**src/sv/bole_pkg.sv**
```systemverilog
`timescale 1ns / 1ps
// ----------------------------------------------------------------------------
// bole_pkg
// Shared types and constants for the ordered list engine.
// ----------------------------------------------------------------------------
package bole_pkg;

    localparam int CMD_W   = 2;
    localparam int VALUE_W = 32;
    localparam int POS_W   = 5;
    localparam int COUNT_W = 5;

    typedef enum logic [CMD_W-1:0] {
        CMD_INSERT = 2'd0,
        CMD_REMOVE = 2'd1,
        CMD_SEARCH = 2'd2,
        CMD_CLEAR  = 2'd3
    } t_cmd;

    typedef enum logic [2:0] {
        ST_IDLE,
        ST_CHECK,
        ST_WALK,
        ST_PUT,
        ST_FIN
    } t_state;

    // controller -> datapath
    typedef struct packed {
        logic load;    // latch the accepted command
        logic init;    // set up the walk, clear per-command results
        logic walk;    // one step of the list walk
        logic put;     // write the inserted value into its slot
        logic commit;  // update count, load the result register
    } t_ctl;

    // datapath -> controller
    typedef struct packed {
        logic ok;         // command is legal for the current count
        logic walk_op;    // command walks the list
        logic ins;        // command is an insert
        logic walk_done;  // no read left to issue or retire
        logic hit;        // search match on the retiring read
        logic out_free;   // result register can take a new result
    } t_sts;

endpackage

```
**src/sv/bounded_ordered_list_engine.sv**
```systemverilog
`timescale 1ns / 1ps
// ----------------------------------------------------------------------------
// bounded_ordered_list_engine
// Ordered list of up to CAPACITY 32-bit values addressed by 1-based position.
// ----------------------------------------------------------------------------
// Commands arrive on the s_axis channel, one transfer per command: insert,
// remove, search or clear. Each command gives exactly one result transfer on
// m_axis carrying status, search hit position, removed value and the entry
// count after the command.
// The list lives in a RAM with one write and one registered read port. Insert
// and remove shift the entries behind the position one slot per cycle, search
// reads entries from the head one per cycle until it matches.
// Remove and a search miss walk to the end of their range, a search hit
// stops at the matching entry, and an insert walks then writes its value.
// The single RAM read port, walked one entry a cycle, bounds the work.
// Clear and failing commands skip the walk.
// One command is worked on at a time; the next command can be taken once
// the result is in the output register, even while that result waits.
// A stalled m_axis holds the result and stops the engine before it posts the
// following one. Reset empties the list; stored values need no clearing.
// ----------------------------------------------------------------------------
module bounded_ordered_list_engine #(
    parameter int CAPACITY = 16
) (
    input  logic        i_clk,
    input  logic        i_rst_n,
    input  logic        s_axis_tvalid,
    output logic        s_axis_tready,
    input  logic [39:0] s_axis_tdata,   // cmd[1:0], value[33:2], position[38:34]
    output logic        m_axis_tvalid,
    input  logic        m_axis_tready,
    output logic [47:0] m_axis_tdata    // status[0], found_position[5:1],
                                        // removed_value[37:6], entry_count[42:38]
);
    import bole_pkg::*;

    t_ctl w_ctl;
    t_sts w_sts;

    logic               w_status;
    logic [POS_W-1:0]   w_found;
    logic [VALUE_W-1:0] w_removed;
    logic [COUNT_W-1:0] w_count;

    bole_ctrl u_ctrl (
        .i_clk      (i_clk),
        .i_rst_n    (i_rst_n),
        .i_in_valid (s_axis_tvalid),
        .o_in_ready (s_axis_tready),
        .i_sts      (w_sts),
        .o_ctl      (w_ctl)
    );

    bole_datapath #(
        .CAPACITY (CAPACITY)
    ) u_datapath (
        .i_clk            (i_clk),
        .i_rst_n          (i_rst_n),
        .i_ctl            (w_ctl),
        .o_sts            (w_sts),
        .i_cmd            (s_axis_tdata[1:0]),
        .i_value          (s_axis_tdata[33:2]),
        .i_position       (s_axis_tdata[38:34]),
        .o_valid          (m_axis_tvalid),
        .i_ready          (m_axis_tready),
        .o_status         (w_status),
        .o_found_position (w_found),
        .o_removed_value  (w_removed),
        .o_entry_count    (w_count)
    );

    assign m_axis_tdata = {5'd0, w_count, w_removed, w_found, w_status};

endmodule

```
**src/sv/bole_ram.sv**
```systemverilog
`timescale 1ns / 1ps
// ----------------------------------------------------------------------------
// bole_ram
// Generic RAM, one write port and one read port with registered read data.
// ----------------------------------------------------------------------------
module bole_ram #(
    parameter int WIDTH = 32,
    parameter int DEPTH = 16
) (
    input  logic                     i_clk,
    input  logic                     i_we,
    input  logic [$clog2(DEPTH)-1:0] i_waddr,
    input  logic [WIDTH-1:0]         i_wdata,
    input  logic [$clog2(DEPTH)-1:0] i_raddr,
    output logic [WIDTH-1:0]         o_rdata
);

    logic [WIDTH-1:0] r_mem [DEPTH];
    logic [WIDTH-1:0] r_rdata;

    always_ff @(posedge i_clk) begin
        if (i_we) begin
            r_mem[i_waddr] <= i_wdata;
        end
        r_rdata <= r_mem[i_raddr];
    end

    assign o_rdata = r_rdata;

endmodule

```
**src/sv/bole_ctrl.sv**
```systemverilog
`timescale 1ns / 1ps
// ----------------------------------------------------------------------------
// bole_ctrl
// Command sequencer: accept, check, walk the list, write, post the result.
// ----------------------------------------------------------------------------
module bole_ctrl (
    input  logic          i_clk,
    input  logic          i_rst_n,
    input  logic          i_in_valid,
    output logic          o_in_ready,
    input  bole_pkg::t_sts i_sts,
    output bole_pkg::t_ctl o_ctl
);
    import bole_pkg::*;

    t_state r_state;
    t_state n_state;

    always_ff @(posedge i_clk) begin
        if (!i_rst_n) begin
            r_state <= ST_IDLE;
        end else begin
            r_state <= n_state;
        end
    end

    always_comb begin
        n_state    = r_state;
        o_ctl      = '0;
        o_in_ready = 1'b0;
        case (r_state)
            ST_IDLE: begin
                o_in_ready = 1'b1;
                if (i_in_valid) begin
                    o_ctl.load = 1'b1;
                    n_state    = ST_CHECK;
                end
            end
            ST_CHECK: begin
                o_ctl.init = 1'b1;
                if (i_sts.ok && i_sts.walk_op) begin
                    n_state = ST_WALK;
                end else begin
                    n_state = ST_FIN;
                end
            end
            ST_WALK: begin
                o_ctl.walk = 1'b1;
                if (i_sts.hit) begin
                    n_state = ST_FIN;
                end else if (i_sts.walk_done) begin
                    n_state = i_sts.ins ? ST_PUT : ST_FIN;
                end
            end
            ST_PUT: begin
                o_ctl.put = 1'b1;
                n_state   = ST_FIN;
            end
            ST_FIN: begin
                if (i_sts.out_free) begin
                    o_ctl.commit = 1'b1;
                    n_state      = ST_IDLE;
                end
            end
            default: begin
                n_state = ST_IDLE;
            end
        endcase
    end

endmodule

```
**src/sv/bole_datapath.sv**
```systemverilog
`timescale 1ns / 1ps
// ----------------------------------------------------------------------------
// bole_datapath
// List storage, count, walk pointer and result register.
// ----------------------------------------------------------------------------
module bole_datapath #(
    parameter int CAPACITY = 16
) (
    input  logic                     i_clk,
    input  logic                     i_rst_n,
    input  bole_pkg::t_ctl           i_ctl,
    output bole_pkg::t_sts           o_sts,
    input  logic [bole_pkg::CMD_W-1:0]   i_cmd,
    input  logic [bole_pkg::VALUE_W-1:0] i_value,
    input  logic [bole_pkg::POS_W-1:0]   i_position,
    output logic                     o_valid,
    input  logic                     i_ready,
    output logic                     o_status,
    output logic [bole_pkg::POS_W-1:0]   o_found_position,
    output logic [bole_pkg::VALUE_W-1:0] o_removed_value,
    output logic [bole_pkg::COUNT_W-1:0] o_entry_count
);
    import bole_pkg::*;

    localparam int AW = $clog2(CAPACITY);
    localparam int CW = $clog2(CAPACITY + 1);
    localparam int EW = ((CW > POS_W) ? CW : POS_W) + 1;

    t_cmd              r_cmd;
    logic [VALUE_W-1:0] r_val;
    logic [POS_W-1:0]  r_pos;
    logic [CW-1:0]     r_count;
    logic [CW-1:0]     r_k;      // next read address
    logic              r_pend;   // a read is in flight
    logic [AW-1:0]     r_pa;     // address of the read in flight
    logic [POS_W-1:0]  r_found;
    logic [VALUE_W-1:0] r_taken;

    logic              r_out_valid;
    logic              r_o_status;
    logic [POS_W-1:0]  r_o_found;
    logic [VALUE_W-1:0] r_o_taken;
    logic [COUNT_W-1:0] r_o_count;

    logic [EW-1:0]     w_pos_e;
    logic [EW-1:0]     w_cnt_e;
    logic [EW-1:0]     w_kp1_e;
    logic [EW-1:0]     w_pa_p1;
    logic [EW-1:0]     w_new_cnt_e;
    logic [CW-1:0]     w_new_cnt;
    logic              w_ok;
    logic              w_more;
    logic              w_hit;
    logic              w_first;
    logic [VALUE_W-1:0] w_rdata;
    logic              w_we;
    logic [AW-1:0]     w_waddr;
    logic [VALUE_W-1:0] w_wdata;
    logic              w_out_free;

    assign w_pos_e = EW'(r_pos);
    assign w_cnt_e = EW'(r_count);
    assign w_kp1_e = EW'(CW'(r_k + 1'b1));
    assign w_pa_p1 = EW'(r_pa) + EW'(1);

    always_comb begin
        case (r_cmd)
            CMD_INSERT: w_ok = (r_pos != '0) && (w_pos_e <= w_cnt_e + EW'(1))
                               && (w_cnt_e < EW'(CAPACITY));
            CMD_REMOVE: w_ok = (r_count != '0) && (r_pos != '0) && (w_pos_e <= w_cnt_e);
            CMD_SEARCH: w_ok = (r_count != '0);
            CMD_CLEAR:  w_ok = (r_count != '0);
            default:    w_ok = 1'b0;
        endcase
    end

    // insert walks downward from the tail, remove and search walk upward
    assign w_more  = (r_cmd == CMD_INSERT) ? (w_kp1_e >= w_pos_e)
                                           : (EW'(r_k) < w_cnt_e);
    assign w_hit   = r_pend && (r_cmd == CMD_SEARCH) && (w_rdata == r_val);
    assign w_first = (EW'(r_pa) + EW'(1) == w_pos_e);

    always_comb begin
        w_we    = 1'b0;
        w_waddr = AW'(r_pa + 1'b1);
        w_wdata = w_rdata;
        if (i_ctl.put) begin
            w_we    = 1'b1;
            w_waddr = AW'(w_pos_e - EW'(1));
            w_wdata = r_val;
        end else if (i_ctl.walk && r_pend) begin
            if (r_cmd == CMD_INSERT) begin
                w_we    = 1'b1;
                w_waddr = AW'(r_pa + 1'b1);
            end else if (r_cmd == CMD_REMOVE && !w_first) begin
                w_we    = 1'b1;
                w_waddr = AW'(r_pa - 1'b1);
            end
        end
    end

    bole_ram #(
        .WIDTH (VALUE_W),
        .DEPTH (CAPACITY)
    ) u_ram (
        .i_clk   (i_clk),
        .i_we    (w_we),
        .i_waddr (w_waddr),
        .i_wdata (w_wdata),
        .i_raddr (r_k[AW-1:0]),
        .o_rdata (w_rdata)
    );

    always_comb begin
        case (r_cmd)
            CMD_INSERT: w_new_cnt = w_ok ? CW'(r_count + 1'b1) : r_count;
            CMD_REMOVE: w_new_cnt = w_ok ? CW'(r_count - 1'b1) : r_count;
            CMD_CLEAR:  w_new_cnt = '0;
            default:    w_new_cnt = r_count;
        endcase
    end
    assign w_new_cnt_e = EW'(w_new_cnt);
    assign w_out_free  = !r_out_valid || i_ready;

    // command latch and walk state
    always_ff @(posedge i_clk) begin
        if (i_ctl.load) begin
            r_cmd <= t_cmd'(i_cmd);
            r_val <= i_value;
            r_pos <= i_position;
        end
        if (i_ctl.init) begin
            r_found <= '0;
            r_taken <= '0;
            case (r_cmd)
                CMD_INSERT: r_k <= CW'(r_count - 1'b1);
                CMD_REMOVE: r_k <= CW'(w_pos_e - EW'(1));
                default:    r_k <= '0;
            endcase
        end else if (i_ctl.walk) begin
            if (w_more) begin
                r_pa <= r_k[AW-1:0];
                r_k  <= (r_cmd == CMD_INSERT) ? CW'(r_k - 1'b1) : CW'(r_k + 1'b1);
            end
            if (w_hit) begin
                r_found <= w_pa_p1[POS_W-1:0];
            end
            if (r_pend && r_cmd == CMD_REMOVE && w_first) begin
                r_taken <= w_rdata;
            end
        end
    end

    always_ff @(posedge i_clk) begin
        if (!i_rst_n) begin
            r_pend <= 1'b0;
        end else if (i_ctl.init) begin
            r_pend <= 1'b0;
        end else if (i_ctl.walk) begin
            r_pend <= w_more;
        end
    end

    always_ff @(posedge i_clk) begin
        if (!i_rst_n) begin
            r_count     <= '0;
            r_out_valid <= 1'b0;
        end else begin
            if (i_ctl.commit) begin
                r_count     <= w_new_cnt;
                r_out_valid <= 1'b1;
            end else if (i_ready) begin
                r_out_valid <= 1'b0;
            end
        end
    end

    always_ff @(posedge i_clk) begin
        if (i_ctl.commit) begin
            r_o_status <= !w_ok;
            r_o_found  <= r_found;
            r_o_taken  <= r_taken;
            r_o_count  <= w_new_cnt_e[COUNT_W-1:0];
        end
    end

    assign o_sts.ok        = w_ok;
    assign o_sts.walk_op   = (r_cmd != CMD_CLEAR);
    assign o_sts.ins       = (r_cmd == CMD_INSERT);
    assign o_sts.walk_done = !w_more && !r_pend;
    assign o_sts.hit       = w_hit;
    assign o_sts.out_free  = w_out_free;

    assign o_valid          = r_out_valid;
    assign o_status         = r_o_status;
    assign o_found_position = r_o_found;
    assign o_removed_value  = r_o_taken;
    assign o_entry_count    = r_o_count;

endmodule
```
**config.mk**
```make
export PLATFORM = sky130hd
export DESIGN_NAME = bounded_ordered_list_engine
export DESIGN_NICKNAME = d
export VERILOG_FILES = /design/src/sv/bole_pkg.sv /design/src/sv/bounded_ordered_list_engine.sv /design/src/sv/bole_ram.sv /design/src/sv/bole_ctrl.sv /design/src/sv/bole_datapath.sv
export SDC_FILE = /design/constraint.sdc
export NUM_CORES = 1
export LEC_CHECK = 0
export BUFFER_PORTS_ARGS = -buffer_cell sky130_fd_sc_hd__clkbuf_2
export CORE_ASPECT_RATIO = 1.5
export CORE_MARGIN = 5
export CORE_UTILIZATION = 45
export CTS_CLUSTER_DIAMETER = 50
export DETAILED_ROUTE_END_ITERATION = 8
export SKIP_CTS_REPAIR_TIMING = 1
export SYNTH_ARGS = -nofsm -noshare
export SYNTH_HDL_FRONTEND = slang
export SYNTH_HIERARCHICAL = 1
export SYNTH_SLANG_ARGS = --single-unit
```
**constraint.sdc**
```tcl
create_clock -name i_clk -period 16.86 [get_ports i_clk]
set_input_delay 4.215 -clock i_clk [delete_from_list [all_inputs] [get_ports i_clk]]
set_output_delay 4.215 -clock i_clk [all_outputs]
set_load 0.005 [all_outputs]
```
==> out/metrics.yaml, run 1 <==
power_and_ir_drop:
  clkPwrFrac: 0.303
  p_sw_uw: 1500
  p_leak_uw: 0.0104
  ir_drop_mv: 0.0857
  power.density_nw_per_um2: 164
  intPower_uw: 3490
  swShare: 0.300
  pwr-share-seq: 0.454
  comb_power_share: 0.244
  power.total_uw: 4980
route:
  vias: 13480
  wl_per_cell_um: 26.7
  wl_mm: 63.1
  first_pass_iters: 5
  drt_iter0_markers: 1154
  drc: 0
  drt-vias-per-instance: 5.70
  ant_nets: 0
timing:
  worst_slack_ps: 11180
  period_share: 0.337
  finalSetupViolCount: 0
  rsz0062_at_grt: "no"
  max-slew-margin-rel: 0.207
  fin_skew_ps: 21.7
  fin_setup_tns_ps: 0
  tightest_slew_ps: 1180
  fin_hold_ws_ps: 431
  drv_slew: 0
  fmax_mhz: 176
  fin_crit_ps: 5680
  hold_viol: 0
synthesis:
  synth-warning-count: 6
  synth-seq-cells: 682
  synth_top_area_frac: 0.679
  synth_area_sq_um: 26700
  yosys-top-cells-area: "edfxtp_1 68%, mux4_2 11%, dfxtp_1 5.9%, a22oi_1 1.9%, mux2i_1 1.5%"
  synthCells: 1411
  ys_top_cells_by_count: "603 x edfxtp_1, 128 x mux4_2, 79 x dfxtp_1, 76 x nor2_1, 66 x a22oi_1"
  syn_avg_cell_area_sq_um: 18.9
  synthArstFlopShare: 0
  yosysTopAreaCell: "edfxtp_1"
  ys_seq_area_frac: 0.738
  synth_edf_count: 603
  synthFlopType: "edfxtp_1"
  synth_most_common_cell: "edfxtp_1"
  synth_cell_type_count: 68
clocking:
  cts_tree: "done"
  worstSkewPairLatency_ps: 600
  cts.sinks: 682
  htreeDepth: 3
  cts.clk_slew.worst_paths_ps: 60
  cts_buffers: 69
  clockBufferDepth: 3
  cts_root_buffer: "clkbuf_16"
status:
  outcome: "finished clean"
run:
  timing.max_cap.violations: 0
min_path:
  hold_depth: 0
  hp-class: "reg -> reg"
  hold_end: "u_datapath/o_removed_value[13]"
  min_from: "u_datapath/r_taken[13]"
critical_path:
  worst_setup_path_end_kind: "primary output"
  crit_fanout: 11
  r2r-start: "u_datapath/r_pa[0]"
  rr_worst_depth: 12
  critPathLaunchType: "flop"
  r2r_setup_slack_ps: 12370
  crit_arrival_ps: 1470
  cp_data_required_time_ps: 12650
  crit_type: "reg -> out"
  r2r-end: "u_datapath/u_ram/r_mem[1][4]"
floorplan:
  core-area_sq_um: 58900
  core.rowCount: 109
  die_area_sq_um: 64400
  ioPinCount: 94
  die-width_um: 209
  initial_core_util: 0.453
  die_h_um: 308
place:
  placed_cell_area_sq_um: 28100
  gp_congestion: 0.845
  portBuffers: 87
  hpwl_mm: 35.2
  dp_slack_ps: 10720
finish:
  synthToLayoutAreaGrowth_pct: 13.9
  drive_gt1_frac: 0.270
  design_area_sq_um: 30400
  diodes: 0
  finalNetCount: 1601
grt:
  grt_max_degree: 65
  grt_pass1_wl_mm: 92.5
  grt_usage: 0.195
  antenna_found_initial: 0
  overflow: 0
  grt_pass1_vias: 14014
-- power groups by stage --
stage | Sequential [uW] | Clock (uW) | Combinational (uW)
2_1_floorplan | 2250 | 0 | 865
3_3_place_gp | 2290 | 0 | 1210
3_5_place_dp | 2300 | 0 | 1230
4_1_cts | 2260 | 1540 | 1240
5_1_grt | 2270 | 1610 | 1320
6_report | 2260 | 1510 | 1210
-- layer usage --
metal | routed length, um | GRT usage | vias up
met1 | 25100 | 0.253 | 7059
met2 | 32100 | 0.331 | 460
met4 | 2200 | 0.0779 | 0
met3 | 3700 | 0.0314 | 90
met5 | 0 | 0 | -
li1 | - | - | 5871
-- worst max-delay path by stage --
stage                                  from               endpoint  cells after the start
after detailed placement      m_axis_tready  u_datapath/r_count[2]                     10
after global placement        m_axis_tready  u_datapath/r_count[2]                     10
after floorplan               m_axis_tready  u_datapath/r_count[2]                      9
final                     u_ctrl/r_state[1]          s_axis_tready                      2
after CTS                 u_ctrl/r_state[1]          s_axis_tready                      2
after global routing      u_ctrl/r_state[1]          s_axis_tready                      2
-- layout make-up --
type,count,area [sq um]
tap,777,972
clock inverter,29,262
inverter,26,103
timing repair buffer,120,683
clock buffer,98,2000
multi-input combinational,632,6670
sequential,682,19700
fill,4732,28500
-- critical path: stages, from the launching register on --
cell,delay (ps)
dfxtp_1,450
nor3_1,260
clkbuf_2,160
-- state kept, by name, summed over array words and instances, names as in the netlist --
name,count
u_ctrl/r_state,3
u_datapath/o_entry_count,5
u_datapath/o_found_position,5
u_datapath/o_removed_value,32
u_datapath/o_status,1
u_datapath/o_valid,1
u_datapath/r_cmd,2
u_datapath/r_count,5
u_datapath/r_found,5
u_datapath/r_k,5
u_datapath/r_pa,4
u_datapath/r_pend,1
u_datapath/r_pos,5
u_datapath/r_taken,32
u_datapath/r_val,32
u_datapath/u_ram/o_rdata,32
u_datapath/u_ram/r_mem,512
-- logic make-up (layout without fill, tap and decap cells) --
| logic type | after synthesis | in the layout | synth area share |
|---|---|---|---|
| adder cells (fa/ha/maj) | 26 | 26 | 0.0122 |
| flip-flops | 682 | 682 | 0.738 |
| AO/OA/AOI/OAI | 143 | 143 | 0.0390 |
| XOR/XNOR | 58 | 58 | 0.0196 |
| multiplexers | 200 | 200 | 0.137 |
| buffers and inverters | 101 | 273 | 0.0181 |
| other | 1 | 5 | 0.000141 |
| AND/OR/NAND/NOR | 200 | 200 | 0.0364 |
-- metrics by stage --
stage                      util  std cells
final                     0.516       2364
after global routing      0.516       2364
after CTS                 0.516       2364
after detailed placement  0.477       2237
after global placement    0.477       2237
after floorplan               -       1415
-- cells in the final DEF, fill, tap and decap left out, types with 9 or more instances in the layout --
cell type	Yosys	routed
clkinv_2	0	12
xnor2_1	35	35
edfxtp_1	603	603
clkbuf_16	0	73
buf_4	18	33
mux2_2	32	32
xor2_1	22	22
nor2_4	0	14
o21ai_0	15	15
nand2_1	48	48
nor2_1	76	62
nand3_1	16	16
mux2i_1	40	40
nand4_1	9	9
nand2b_1	9	9
mux4_2	128	128
inv_1	22	22
dfxtp_1	79	79
ha_1	26	26
a21oi_1	16	16
clkbuf_2	0	87
clkbuf_1	28	17
a22oi_1	66	66
(Power assumes the default switching activity.)
==> run 2, diff against run 1 <==
ABC_AREA = 1   (was not set)
clock period = 5.3 ns   (was 16.86 ns; I/O delays follow)
==> out/metrics.yaml, run 2 <==
route:
  first_pass_iters: 6  # +1
  wl_mm: 75.9  # +20%
  drt_iter0_markers: 1813  # +57%
  drt-vias-per-instance: 5.14  # -9.9%
  wl_per_cell_um: 19.5  # -27%
  ant_nets: 0  # unchanged
  vias: 20005  # +48%
  drc: 0  # unchanged
power_and_ir_drop:
  power.density_nw_per_um2: 537  # +230%
  p_leak_uw: 0.0139  # +34%
  power.total_uw: 17600  # +250%
  ir_drop_mv: 0.423  # +390%
synthesis:
  yosys-top-cells-area: "edfxtp_1 61%, nand2_1 11%, nand3_1 7.0%, inv_1 6.3%, dfxtp_1 5.3%"
  synth_area_sq_um: 29700  # +11%
  synth_cell_type_count: 40  # -41%
  synth-seq-cells: 682  # unchanged
  ys_top_cells_by_count: "846 x nand2_1, 603 x edfxtp_1, 499 x inv_1, 418 x nand3_1, 79 x dfxtp_1"
  yosysTopAreaCell: "edfxtp_1"
  synthCells: 2901  # +110%
  synth-warning-count: 6  # unchanged
  synthFlopType: "edfxtp_1"
  synth_most_common_cell: "nand2_1"
  syn_avg_cell_area_sq_um: 10.2  # -46%
  synthArstFlopShare: 0  # unchanged
  synth_edf_count: 603  # unchanged
  ys_seq_area_frac: 0.663  # -0.0754
  synth_top_area_frac: 0.609  # -0.0694
finish:
  largest_register_ffs: 512  # unchanged
  synthToLayoutAreaGrowth_pct: 10.5
  layout.cells.most_common: "nand2_1"
  diodes: 0  # unchanged
  layout_common_cells: "846 x nand2_1, 603 x edfxtp_1, 498 x inv_1, 418 x nand3_1, 87 x clkbuf_2"
  drive_gt1_frac: 0.0852  # -0.185
  finalNetCount: 3039  # +90%
  largest_register: "u_datapath/u_ram/r_mem"
  design_area_sq_um: 32800  # +8.1%
floorplan:
  die-width_um: 220  # +5.3%
  ioPinCount: 94  # unchanged
  core.rowCount: 115  # +5.5%
  core-area_sq_um: 65600  # +11%
  die_area_sq_um: 71400  # +11%
  initial_core_util: 0.453  # about the same
  die_h_um: 325  # +5.4%
grt:
  grt_pass1_wl_mm: 114  # +24%
  overflow: 0  # unchanged
  grt_usage: 0.208  # +0.0125
  antenna_found_initial: 0  # unchanged
  grt_pass1_vias: 19241  # +37%
  grt_max_degree: 190  # +190%
clocking:
  htreeDepth: 2  # -1
  cts.sinks: 682  # unchanged
  worstSkewPairLatency_ps: 620  # +20 ps
  clockBufferDepth: 3  # unchanged
  cts_tree: "done"
  cts.clk_slew.worst_paths_ps: 60  # about the same
  cts_root_buffer: "clkbuf_16"
  cts_buffers: 60  # -13%
place:
  hpwl_mm: 44.7  # +27%
  placed_cell_area_sq_um: 30900  # +10%
  gp_congestion: 0.940  # +11%
  portBuffers: 87  # unchanged
timing:
  tightest_slew_ps: 1280  # +95.7 ps
  fin_setup_tns_ps: 0  # unchanged
  fin_skew_ps: 19.5  # -2.12 ps
  fin_crit_ps: 3900
  fmax_mhz: 257
  drv_slew: 0  # unchanged
  period_share: 0.735
  max-slew-margin-rel: 0.142  # -0.0652
  hold_viol: 0  # unchanged
  rsz0062_at_grt: "no"
  finalSetupViolCount: 0  # unchanged
critical_path:
  crit_type: "reg -> reg"
  worst_setup_path_end_kind: "flop"
  cp_data_required_time_ps: 5610  # -7040 ps
  critPathLaunchType: "flop"
  crit_fanout: 14  # +3
  crit_arrival_ps: 4200  # +2730 ps
run:
  timing.max_cap.violations: 0  # unchanged
min_path:
  hp-class: "reg -> reg"
status:
  outcome: "finished clean"
## run 2: cell count changes in the layout (fill, tap and decap cells not counted), sizes merged, moves of 39 or more
cell,previous run,this run
a22oi,66,0
nand3,16,423
mux4,128,0
nand2,48,849
inv,30,504
o21ai,18,67
mux2i,40,1
## run 2: routing by layer
layer,share of wire,global-route usage
met1,0.40,0.268
met2,0.50,0.356
met3,0.063,0.0251
met4,0.042,0.0824
met5,0,0
## run 2: worst max-delay path, cell delays in order (launching register included)
cell and delay, ps:
edfxtp_1 430, inv_1 120, ha_1 360, inv_1 80
nand2_1 60, nand4_1 90, nor2_1 90, and3_2 210
nand2_1 90, nand2_2 110, o21ai_0 100, o22ai_1 330
nand3b_1 400, nor2_4 710, buf_4 380
## run 2: path summary, 6_finish.rpt
| path | startpoint | to | slack, ps | cells after the start |
|---|---|---|---|---|
| worst max register to register | u_datapath/r_pa[0] | u_datapath/u_ram/r_mem[6][28] | 1400 | 14 |
| worst max-delay path | u_datapath/r_pa[0] | u_datapath/u_ram/r_mem[6][28] | 1400 | 14 |
| worst min register to register | u_datapath/r_taken[3] | u_datapath/o_removed_value[3] | 430 | 0 |
| worst min-delay path | u_datapath/r_taken[3] | u_datapath/o_removed_value[3] | 430 | 0 |
## run 2: report_power, final
part	leakage (uW)	total, uW	internal (uW)	switching [uW]
logic	0.00682	5780	1580	4200
clock network	0.000925	4270	2380	1900
registers	0.00612	7580	7090	491
total	0.0139	17600	11000	6590
## run 2: final cells by class
type                       count  area, sq um
timing repair buffer         137          836
clock buffer                  90         1720
sequential                   682        19700
tap                          877         1100
multi-input combinational   1585         7410
inverter                     503         1900
fill                        5813        32800
clock inverter                20          190
## run 2: per-stage QoR
step | hold slack [ps] | utilization | std cells | setup slack [ps]
floorplan | 408 | - | 2905 | 356
global placement | 413 | 0.471 | 3784 | 1540
detailed placement | 415 | 0.471 | 3784 | 1480
CTS | 424 | 0.500 | 3894 | 1480
global route | 436 | 0.500 | 3894 | 1210
finish | 429 | 0.500 | 3894 | 1400
## run 2: logic make-up (layout without fill, tap and decap cells)
family / count (synthesis) / count (layout) / synth area share
simple gates: 1382 / 1382 / 0.197
flops: 682 / 682 / 0.663
buf+inv: 638 / 750 / 0.0938
compound gates: 128 / 128 / 0.0224
xor+xnor: 43 / 43 / 0.0129
fa+ha+maj: 26 / 26 / 0.0109
other cells: 1 / 5 / 0.000126
mux: 1 / 1 / 0.000337
